### config.mk
export PLATFORM = sky130hd
export DESIGN_NAME = ssspd_ram
export DESIGN_NICKNAME = d
export VERILOG_FILES = /design/src/sv/ssspd_ram.sv
export SDC_FILE = /design/constraint.sdc
export NUM_CORES = 1
export LEC_CHECK = 0
export ABC_AREA = 1
export BUFFER_PORTS_ARGS = -buffer_cell sky130_fd_sc_hd__buf_2
export CAP_MARGIN = 25
export CORE_MARGIN = 3
export CORE_UTILIZATION = 65
export CTS_CLUSTER_SIZE = 24
export DETAILED_ROUTE_END_ITERATION = 6
export PLACE_DENSITY = 0.84
export RECOVER_POWER = 50
export SYNTH_ARGS = -nofsm -noshare
export SYNTH_HDL_FRONTEND = slang
export SYNTH_SLANG_ARGS = --single-unit
### constraint.sdc
create_clock -name clk_i -period 1.98 [get_ports clk_i]
set_clock_uncertainty 0.1 [all_clocks]
set_input_delay 0.396 -clock clk_i [delete_from_list [all_inputs] [get_ports clk_i]]
set_output_delay 0.396 -clock clk_i [all_outputs]
set_load 0.01 [all_outputs]
### src/sv/ssspd_ram.sv
// ----------------------------------------------------------------------------
// ssspd_ram
// Generic single-port-write, single-port-read RAM with registered read data.
// ----------------------------------------------------------------------------
`default_nettype none

module ssspd_ram #(
  parameter int unsigned WIDTH = 8,
  parameter int unsigned DEPTH = 16,
  localparam int unsigned AW   = (DEPTH > 1) ? $clog2(DEPTH) : 1
) (
  input  wire logic             clk_i,
  input  wire logic             we_i,
  input  wire logic [AW-1:0]    waddr_i,
  input  wire logic [WIDTH-1:0] wdata_i,
  input  wire logic [AW-1:0]    raddr_i,
  output logic      [WIDTH-1:0] rdata_o
);

  logic [WIDTH-1:0] mem_q [DEPTH];
  logic [WIDTH-1:0] rdata_q;

  always_ff @(posedge clk_i) begin
    if (we_i) begin
      mem_q[waddr_i] <= wdata_i;
    end
    rdata_q <= mem_q[raddr_i];
  end

  assign rdata_o = rdata_q;

endmodule

`default_nettype wire
==> impl_results.md, run 1 <==
* Main combinational cell family by area after synthesis: simple AND/OR/NAND/NOR gates
* Final hold viol count at 0
* Power density over the cells at 1030 nW/um^2
* Min-delay worst type: in -> reg
* Critical path class: reg -> out
* Main flop type after synthesis: edfxtp_1
* Arr. time, crit path at 1.03 ns
* Hold buffers post-CTS at 0
* Actual slew at the worst max-slew pin at 0.903 ns
* Net Count, Synth at 569
* Number of distinct library cells after synthesis at 12
* Reg power frac at 47.6%
* R2R depth at 6
* FF+latch area at 4000 sq um
* Clock share of power at 46.3%
* Antenna violations before repair at 0
* Total chip power at 6.80 mW
* CTS Buffer Depth at 2
* Final Util at 78.7%
* Synth Warn # at 0
* Nets@finish at 610
* Met3 wire len at 1410 um
* Synth Area in XOR/XNOR at 0%
* Status: complete, but fails checks
* DP Area at 6050 sq um
* Core area at 8420 sq um
* Die height at 100 um
* Pin count of the biggest net entering global routing at 65
* Final period utilization at 77.3%
* Avg Inst Size Synth at 10.5 sq um
* Reg-to-reg endpoint: rdata_o[4]
* Met2 routed WL at 6800 um
* Multiplexer share of the synthesized area at 0%
* Synth async-reset ratio at 0%
* Pleak at 2.89 nW
* Share of cells above drive strength 1 at 11.3%
* Die X at 100 um
* Setup Buffers After CTS at 0
* Mapped cell area at 5770 sq um
* Largest stage delay on the critical path at 0.37 ns
* VDD IR max at 0.677 mV
* Avg WL per Cell at 19.3 um
* Clk sinks at 136
* Hold endpoint: rdata_o[5]
* Top Layer Used: met4
* Max Cap Viol at 0
* Delay-heaviest family, CP: flip-flops
* Detailed placement HPWL at 7880 um
* Via count at 4,088
* Slowest CP cell: dfxtp_1
* Critical path data required time at 1.48 ns
* Tot GR Track Use at 29.1%
* PortBufs at 25
* Vias in the first global route at 4,083
* Initial core utilization at 68.5%
* Clock transition at path regs at 0.06 ns
* Post-route ant nets at 0
* Final wirelength at 13,700 um
* Final setup viols at 0
* Buffers & Inverters on Critical Path at 1
* Area of the multi-input gates at 1210 sq um
* TritonCTS buffer count at 17
* Leading area contributor after synthesis: edfxtp_1
* Initial DRT Pass Iterations at 7
* Ports at 26
* Final Instance Area at 6630 sq um
* Fill cells at 516
* Hold slack at 0.161 ns
* Slew Limit Headroom at 39.8%
* Post-Synth Adder-Cell Area at 0%
* Post-synthesis compound-gate area fraction at 0%
* Post-synthesis simple-gate area fraction at 21.0%
* Hold_sp: raddr_i[3]
* Worst r2r src: mem_q[4][4]
* Skew-Pair Late Insertion Delay at 0.52 ns
* Max Fanout on Critical Path at 1
* Area growth syn-to-layout at 15.0%
* Initial drt markers at 456
* Top-count cell post-synth: nand2_1
* RD Place Congestion at 0.880
* Syn Inst Count at 551
* Synth top area share at 66.7%
* Synth area leaders: edfxtp_1, nand2_1, nand3_1
* Failing checks: design-rule violations
* First-pass GRT wire length at 21,200 um
* Ant diodes at 0
* Maximum clock frequency at 654 MHz
* Final Max Tran Viols at 0
* PostCTS Resize Cnt at 0
* Post-synth top cells: nand2_1, edfxtp_1, inv_1, nand3_1, nor2_1
* RSZ-0062 raised after global routing: no
* FP Rows at 33
* H-tree Lvls at 4
* Int Power at 5.32 mW
* EDFF count, synth at 128
* CTS tree: done
* Type of element capturing the critical path: output pin
* Hold path cells at 3
* Vias per Instance at 5.77
* CP Launch Type: flip-flop
* Net Switching at 1.48 mW
* Seq cells post-synth at 136
* DRC Markers at 4
* Total die area at 10,000 sq um
* Tmin final at 1.53 ns
* Comb pwr share at 6.0%
* Met1 Wirelength at 4830 um
* Worst path cell trace: buf_2
* Setup Total Neg Slack at 0 ns
* Sw Share at 21.8%
* R2R Setup Slk at 0.79 ns
* Total grt overflow at 0
* Post-synthesis sequential area ratio at 69.4%
* Root Buffer: clkbuf_8
-- metal layers --
metal	vias to the layer above	track usage [%]
li1	1851	-
met4	0	16.9
met5	-	0
met1	1892	36.0
met2	297	47.5
met3	48	6.32
-- area by class of cell --
| type | count | share of cell area [%] |
|---|---|---|
| tap | 105 | 1.98 |
| multi-input combinational | 289 | 18.3 |
| timing repair buffer | 46 | 4.60 |
| clock inverter | 11 | 2.25 |
| clock buffer | 20 | 6.72 |
| inverter | 102 | 5.77 |
| sequential | 136 | 60.4 |
-- through the flow --
| stage | instances | setup slack [ns] |
|---|---|---|
| after floorplan | 551 | 0.533 |
| after global placement | 678 | 0.321 |
| after detailed placement | 678 | 0.272 |
| after CTS | 709 | 0.435 |
| after global routing | 709 | 0.425 |
| final | 709 | 0.450 |
-- layout by cell type, fill, tap and decap left out, drive strengths merged --
| cell | count |
|---|---|
| buf | 36 |
| inv | 103 |
| nand2 | 173 |
| nand3b | 2 |
| clkbuf | 30 |
| clkinv | 4 |
| clkinvlp | 3 |
| bufinv | 3 |
| nand3 | 97 |
| nor2 | 17 |
| dfxtp | 8 |
| edfxtp | 128 |
-- worst reg2reg max path: stages, from the launching register on --
cell      delay [ns]
edfxtp_1        0.38
inv_1           0.08
nand2_1         0.05
nand3_1         0.08
nand3_1         0.13
nand3_1         0.18
nand2_1         0.08
-- worst max-delay path by stage --
| stage | endpoint | slack [ns] | cells past startpoint | startpoint |
|---|---|---|---|---|
| finish | rdata_o[7] | 0.45 | 1 | rdata_o[7] |
| global route | rdata_o[3] | 0.43 | 1 | rdata_o[3] |
| CTS | rdata_o[7] | 0.44 | 1 | rdata_o[7] |
| detailed placement | rdata_o[7] | 0.27 | 8 | raddr_i[0] |
| global placement | rdata_o[3] | 0.32 | 8 | raddr_i[0] |
| floorplan | mem_q[10][0] | 0.53 | 2 | waddr_i[2] |
-- power groups by stage --
stage	sequential (mW)	combinational (mW)	clock [mW]
2_1_floorplan	3.30	0.227	0
3_3_place_gp	3.30	0.381	0
3_5_place_dp	3.30	0.397	0
4_1_cts	3.24	0.406	3.15
5_1_grt	3.24	0.445	3.29
6_report	3.24	0.408	3.15
-- cells by family (layout without fill, tap and decap cells) --
family / Yosys count / after routing
AND/OR/NAND/NOR: 289 / 289
buffers and inverters: 126 / 179
flip-flops: 136 / 136
-- sequential cells by signal, summed over array words and instances, names as in the netlist --
signal,cells
mem_q,128
rdata_o,8
Note: power is estimated with default switching activity, not from simulation.
==> inputs of run 2 (changes only) <==
--- a/config.mk
+++ b/config.mk
@@ -9,10 +9,10 @@
 export BUFFER_PORTS_ARGS = -buffer_cell sky130_fd_sc_hd__buf_2
 export CAP_MARGIN = 25
 export CORE_MARGIN = 3
-export CORE_UTILIZATION = 65
+export CORE_UTILIZATION = 55
 export CTS_CLUSTER_SIZE = 24
 export DETAILED_ROUTE_END_ITERATION = 6
-export PLACE_DENSITY = 0.84
+export PLACE_DENSITY = 0.75
 export RECOVER_POWER = 50
 export SYNTH_ARGS = -nofsm -noshare
 export SYNTH_HDL_FRONTEND = slang
==> constraint.sdc (replaced) <==
create_clock -name clk_i -period 1.31 [get_ports clk_i]
set_clock_uncertainty 0.1 [all_clocks]
set_input_delay 0.262 -clock clk_i [delete_from_list [all_inputs] [get_ports clk_i]]
set_output_delay 0.262 -clock clk_i [all_outputs]
set_load 0.01 [all_outputs]
==> impl_results.md, run 2 (synthesized netlist as in run 1, its figures left out) <==
* Status: complete, but fails checks
* Failing checks: negative setup slack
* PortBufs at 25 (unchanged)
* Critical path class: reg -> out
* Delay-heaviest family, CP: flip-flops
* Setup Buffers After CTS at 0 (unchanged)
* Total chip power at 10.6 mW (+55%)
* Final hold viol count at 0 (unchanged)
* Post-route ant nets at 0 (unchanged)
* RD Place Congestion at 0.894 (+1.6%)
* Vias in the first global route at 3,927 (-3.8%)
* Vias per Instance at 5.34 (-7.4%)
* Antenna violations before repair at 0 (unchanged)
* Dpl cells at 712 (+5.0%)
* Hold path cells at 6 (+3)
* Type of element capturing the critical path: output pin
* Slowest CP cell: dfxtp_2
* FP Rows at 36 (+9.1%)
* Nets@finish at 617 (+1.1%)
* Maximum clock frequency at 746 MHz
* Area of the multi-input gates at 1210 sq um (unchanged)
* Skew-Pair Late Insertion Delay at 0.52 ns (about the same)
* Tot GR Track Use at 24.2% (-4.9 points)
* Core area at 10000 sq um (+19%)
* RSZ-0062 raised after global routing: yes
* First-pass GRT wire length at 20,400 um (-3.5%)
* Pre-CTS setup slack at -0.132 ns (-0.404 ns)
* Max reg flops at 128 (unchanged)
* Root Buffer: clkbuf_8
* Final wirelength at 13,000 um (-4.5%)
* H-tree Lvls at 4 (unchanged)
* Detailed placement HPWL at 7850 um (-0.43%)
* Commonest cells after routing, fill and taps aside: nand2_1, edfxtp_1, inv_1, nand3_1, buf_4
* CP Launch Type: flip-flop
* Pleak at 2.96 nW (+2.4%)
* Clock transition at path regs at 0.06 ns (about the same)
* Power density over the cells at 1550 nW/um^2 (+51%)
* GR peak layer: met2
* Die X at 108 um (+8.2%)
* Via count at 3,979 (-2.7%)
* CTS Buffer Depth at 2 (unchanged)
* Initial DRT Pass Iterations at 5 (-2)
* CP Depth at 1 (unchanged)
* Pin count of the biggest net entering global routing at 65 (unchanged)
* CTS tree: done
* Max Fanout on Critical Path at 1 (unchanged)
* Ports at 26 (unchanged)
* VDD IR max at 0.878 mV (+30%)
* Initial core utilization at 57.7% (-11 points)
* Initial drt markers at 396 (-13%)
* Finished Layout Cells at 745 (+5.1%)
* Tmin final at 1.34 ns
* Slew Limit Headroom at 36.2% (-3.6 points)
* Buffers & Inverters on Critical Path at 1 (unchanged)
* Commonest non-fill, non-tap cell in the layout: nand2_1
* Total grt overflow at 0 (unchanged)
* Fill cells at 715 (+39%)
* R2R depth at 6 (unchanged)
* Total die area at 11,700 sq um (+17%)
* Area growth syn-to-layout at 18.0%
* Min-delay worst type: in -> reg
* Die height at 108 um (+8.2%)
* TritonCTS buffer count at 17 (unchanged)
* Clk sinks at 136 (unchanged)
* Top reg by flops: mem_q
* Final period utilization at 102%
* DRC Markers at 0 (-4)
* Actual slew at the worst max-slew pin at 0.958 ns (+0.0546 ns)
* Avg WL per Cell at 17.5 um (-9.1%)
* Largest stage delay on the critical path at 0.35 ns (-0.02 ns)
* Max Cap Viol at 0 (unchanged)
* Worst path cell trace: buf_6
* Arr. time, crit path at 0.98 ns (-0.05 ns)
* Final Max Tran Viols at 0 (unchanged)
* FF+latch area at 4010 sq um (+0.12%)
* Met3 GRT Util at 7.40% (+1.1 points)
* Met2 GRT Util at 39.1% (-8.4 points)
* Ant diodes at 0 (unchanged)
* Final setup viols at 4 (+4)
* Share of cells above drive strength 1 at 12.4% (+1.2 points)
* Met1 usage at 29.6% (-6.4 points)
* Worst Slack Setup Final at -0.0307 ns (-0.481 ns)
* Critical path data required time at 0.95 ns (-0.53 ns)
run 2: per-layer routing:
metal | up-vias | share of wire, %
met4 | 0 | 3.6
li1 | 1868 | -
met3 | 43 | 10
met5 | - | 0
met1 | 1853 | 36
met2 | 215 | 50
run 2: power by group:
part	leakage, nW	switching, mW	total (mW)	internal, mW
clock network	0.301	1.73	4.99	3.26
logic	1.44	0.440	0.655	0.215
registers	1.22	0.0345	4.90	4.87
total	2.96	2.20	10.6	8.35
run 2: timing repair:
action / in CTS / in global routing
endpoints found under the hold margin: 7 / 0
setup endpoints to repair: 8 / 8
resized for setup: 6 / 2
hold buffers: 1 / 0
run 2: path summary, 6_finish.rpt:
kind          startpoint         end  slack (ns)
min reg2reg  mem_q[9][3]  rdata_o[3]        0.58
min           raddr_i[2]  rdata_o[3]        0.18
max           rdata_o[5]  rdata_o[5]       -0.03
max reg2reg  mem_q[7][5]  rdata_o[5]        0.11
run 2: final cells by class:
type	instances	share of cell area, %
multi-input cells	289	17.8
clock inverters	14	3.02
flip-flops and latches	136	58.9
repair buffers	53	6.03
clock buffers	18	6.14
well taps	133	2.45
inverters	102	5.63
run 2: stage by stage:
stage	hold slack (ns)	util (%)	area (sq um)	setup TNS, ns
final	0.177	68.1	6810	-0.0765
after global routing	0.227	68.1	6810	-0.290
after CTS	0.0306	68.1	6810	-0.218
after detailed placement	0.526	61.6	6160	-4.04
after global placement	0.517	61.6	6160	-1.54
after floorplan	0.261	-	5770	-0.182
==> inputs of run 3 (changes only) <==
--- a/config.mk
+++ b/config.mk
@@ -12,6 +12,7 @@
 export CORE_UTILIZATION = 55
 export CTS_CLUSTER_SIZE = 24
 export DETAILED_ROUTE_END_ITERATION = 6
+export GPL_TIMING_DRIVEN = 0
 export PLACE_DENSITY = 0.75
 export RECOVER_POWER = 50
 export SYNTH_ARGS = -nofsm -noshare
==> impl_results.md, run 3 (synthesized netlist as in run 1, its figures left out) <==
* Pleak at 2.91 nW (-1.9%)
* First-pass GRT wire length at 20,900 um (+2.4%)
* Min-delay worst type: in -> reg
* H-tree Lvls at 4 (unchanged)
* Nets@finish at 610 (-1.1%)
* Tot GR Track Use at 25.0% (+0.75 points)
* Final period utilization at 100% (-2.3 points)
* Die height at 108 um (unchanged)
* Setup Buffers After CTS at 0 (unchanged)
* Final hold viol count at 0 (unchanged)
* Vias in the first global route at 3,761 (-4.2%)
* Largest stage delay on the critical path at 0.31 ns (-0.04 ns)
* Max Cap Viol at 0 (unchanged)
* Ports at 26 (unchanged)
* Detailed placement HPWL at 8520 um (+8.6%)
* Buffers & Inverters on Critical Path at 1 (unchanged)
* PortBufs at 22 (-12%)
* Total die area at 11,700 sq um (unchanged)
* Final setup viols at 1 (-3)
* Commonest cells after routing, fill and taps aside: nand2_1, edfxtp_1, inv_1, nand3_1, buf_2
* Clk sinks at 136 (unchanged)
* Hold slack at 0.0709 ns (-0.106 ns)
* Avg WL per Cell at 18.1 um (+3.1%)
* Failing checks: negative setup slack
* Commonest non-fill, non-tap cell in the layout: nand2_1
* Vias per Instance at 5.35 (+0.16%)
* Core area at 10000 sq um (unchanged)
* Top reg by flops: mem_q
* Total chip power at 10.7 mW (+1.3%)
* Antenna violations before repair at 0 (unchanged)
* DRC Markers at 0 (unchanged)
* Slowest CP cell: dfxtp_1
* Post-route ant nets at 0 (unchanged)
* Initial DRT Pass Iterations at 6 (+1)
* Root Buffer: clkbuf_8
* FP Rows at 36 (unchanged)
* Tmin final at 1.31 ns (-0.0306 ns)
* Area growth syn-to-layout at 16.6%
* Final Max Tran Viols at 0 (unchanged)
* Slew Limit Headroom at 39.7% (+3.6 points)
* Critical path class: reg -> out
* RSZ-0062 raised after global routing: yes
* Max Fanout on Critical Path at 1 (unchanged)
* Final Util at 67.2% (-0.81 points)
* Worst path cell trace: buf_2
* Arr. time, crit path at 0.95 ns (-0.03 ns)
* Worst Slack Setup Final at -0.0000510 ns (+0.0306 ns)
* Max reg flops at 128 (unchanged)
* Setup Total Neg Slack at -0.0000510 ns (+0.0764 ns)
* Final wirelength at 13,300 um (+2.1%)
* Clock transition at path regs at 0.06 ns (about the same)
* Status: complete, but fails checks
* Hold buffers post-CTS at 0 (-1)
* Power density over the cells at 1590 nW/um^2 (+2.5%)
* Share of cells above drive strength 1 at 12.6% (+0.14 points)
* TritonCTS buffer count at 17 (unchanged)
* Actual slew at the worst max-slew pin at 0.904 ns (-0.0538 ns)
* Initial drt markers at 472 (+19%)
* CTS Buffer Depth at 2 (unchanged)
* Delay-heaviest family, CP: flip-flops
* Pin count of the biggest net entering global routing at 17 (-74%)
* Die X at 108 um (unchanged)
* Critical path data required time at 0.95 ns (about the same)
* Initial core utilization at 57.7% (unchanged)
* Type of element capturing the critical path: output pin
* Total grt overflow at 0 (unchanged)
* Via count at 3,948 (-0.78%)
* Ant diodes at 0 (unchanged)
* RD Place Congestion at 0.895 (+0.11%)
* Skew-Pair Late Insertion Delay at 0.52 ns (about the same)
* CP Launch Type: flip-flop
* VDD IR max at 0.975 mV (+11%)
* CTS tree: done
* Maximum clock frequency at 763 MHz (+2.3%)
-- run 3: cell types whose count changed in the layout (fill, tap and decap cells not counted), moves of 2 or more --
cell and change:
buf_4 -17, clkinv_1 -3, clkbuf_8 +4, clkinv_4 -3, buf_12 -5, buf_6 +6
nor2_2 +6, clkbuf_1 +2, nor2_1 -6, buf_2 +10
-- run 3: stage by stage --
step                setup WS [ns]  std cells  instance area [sq um]
floorplan                -0.00284        551                   5770
global placement           -0.499        706                   6040
detailed placement         -0.566        706                   6040
CTS                       -0.0293        738                   6700
global route              -0.0313        738                   6720
finish                 -0.0000510        738                   6720
-- run 3: what timing repair did --
item / 4_1_cts / 5_1_grt
resized for setup: 3 / 11
hold endpoints to repair: 0 / 0
gates cloned: 0 / 0
setup endpoints to repair: 16 / 41
-- run 3: final cells by class --
type | count | area [sq um]
Sequential cell | 136 | 4010
Fill cell | 757 | 3280
Multi-Input combinational cell | 289 | 1230
Clock buffer | 25 | 484
Inverter | 102 | 383
Buffer | 24 | 166
Tap cell | 133 | 166
Clock inverter | 7 | 163
Timing Repair Buffer | 22 | 124
-- run 3: per-layer routing --
layer / global-route usage, % / vias to the layer above / routed length [um] / part of all wire [%]
met4: 9.11 / 0 / 250 / 1.9
met3: 5.37 / 26 / 1330 / 10
met5: 0 / - / 0 / 0
li1: - / 1856 / - / -
met1: 33.9 / 1847 / 5370 / 40
met2: 40.1 / 219 / 6370 / 48
-- run 3: path summary, 6_finish.rpt --
check                           depth (start not counted)          from    endpoint  slack [ns]
worst max-delay path                                    1    rdata_o[4]  rdata_o[4]    -0.00005
worst min register to register                          6   mem_q[4][0]  rdata_o[0]        0.61
worst min-delay path                                    4    raddr_i[2]  rdata_o[0]        0.07
worst max register to register                          6  mem_q[11][5]  rdata_o[5]        0.18
-- run 3: power by group --
group	internal, mW	leakage [nW]	switching, mW
sequential	4.87	1.22	0.0280
combinational	0.199	1.37	0.449
clock	3.49	0.313	1.65
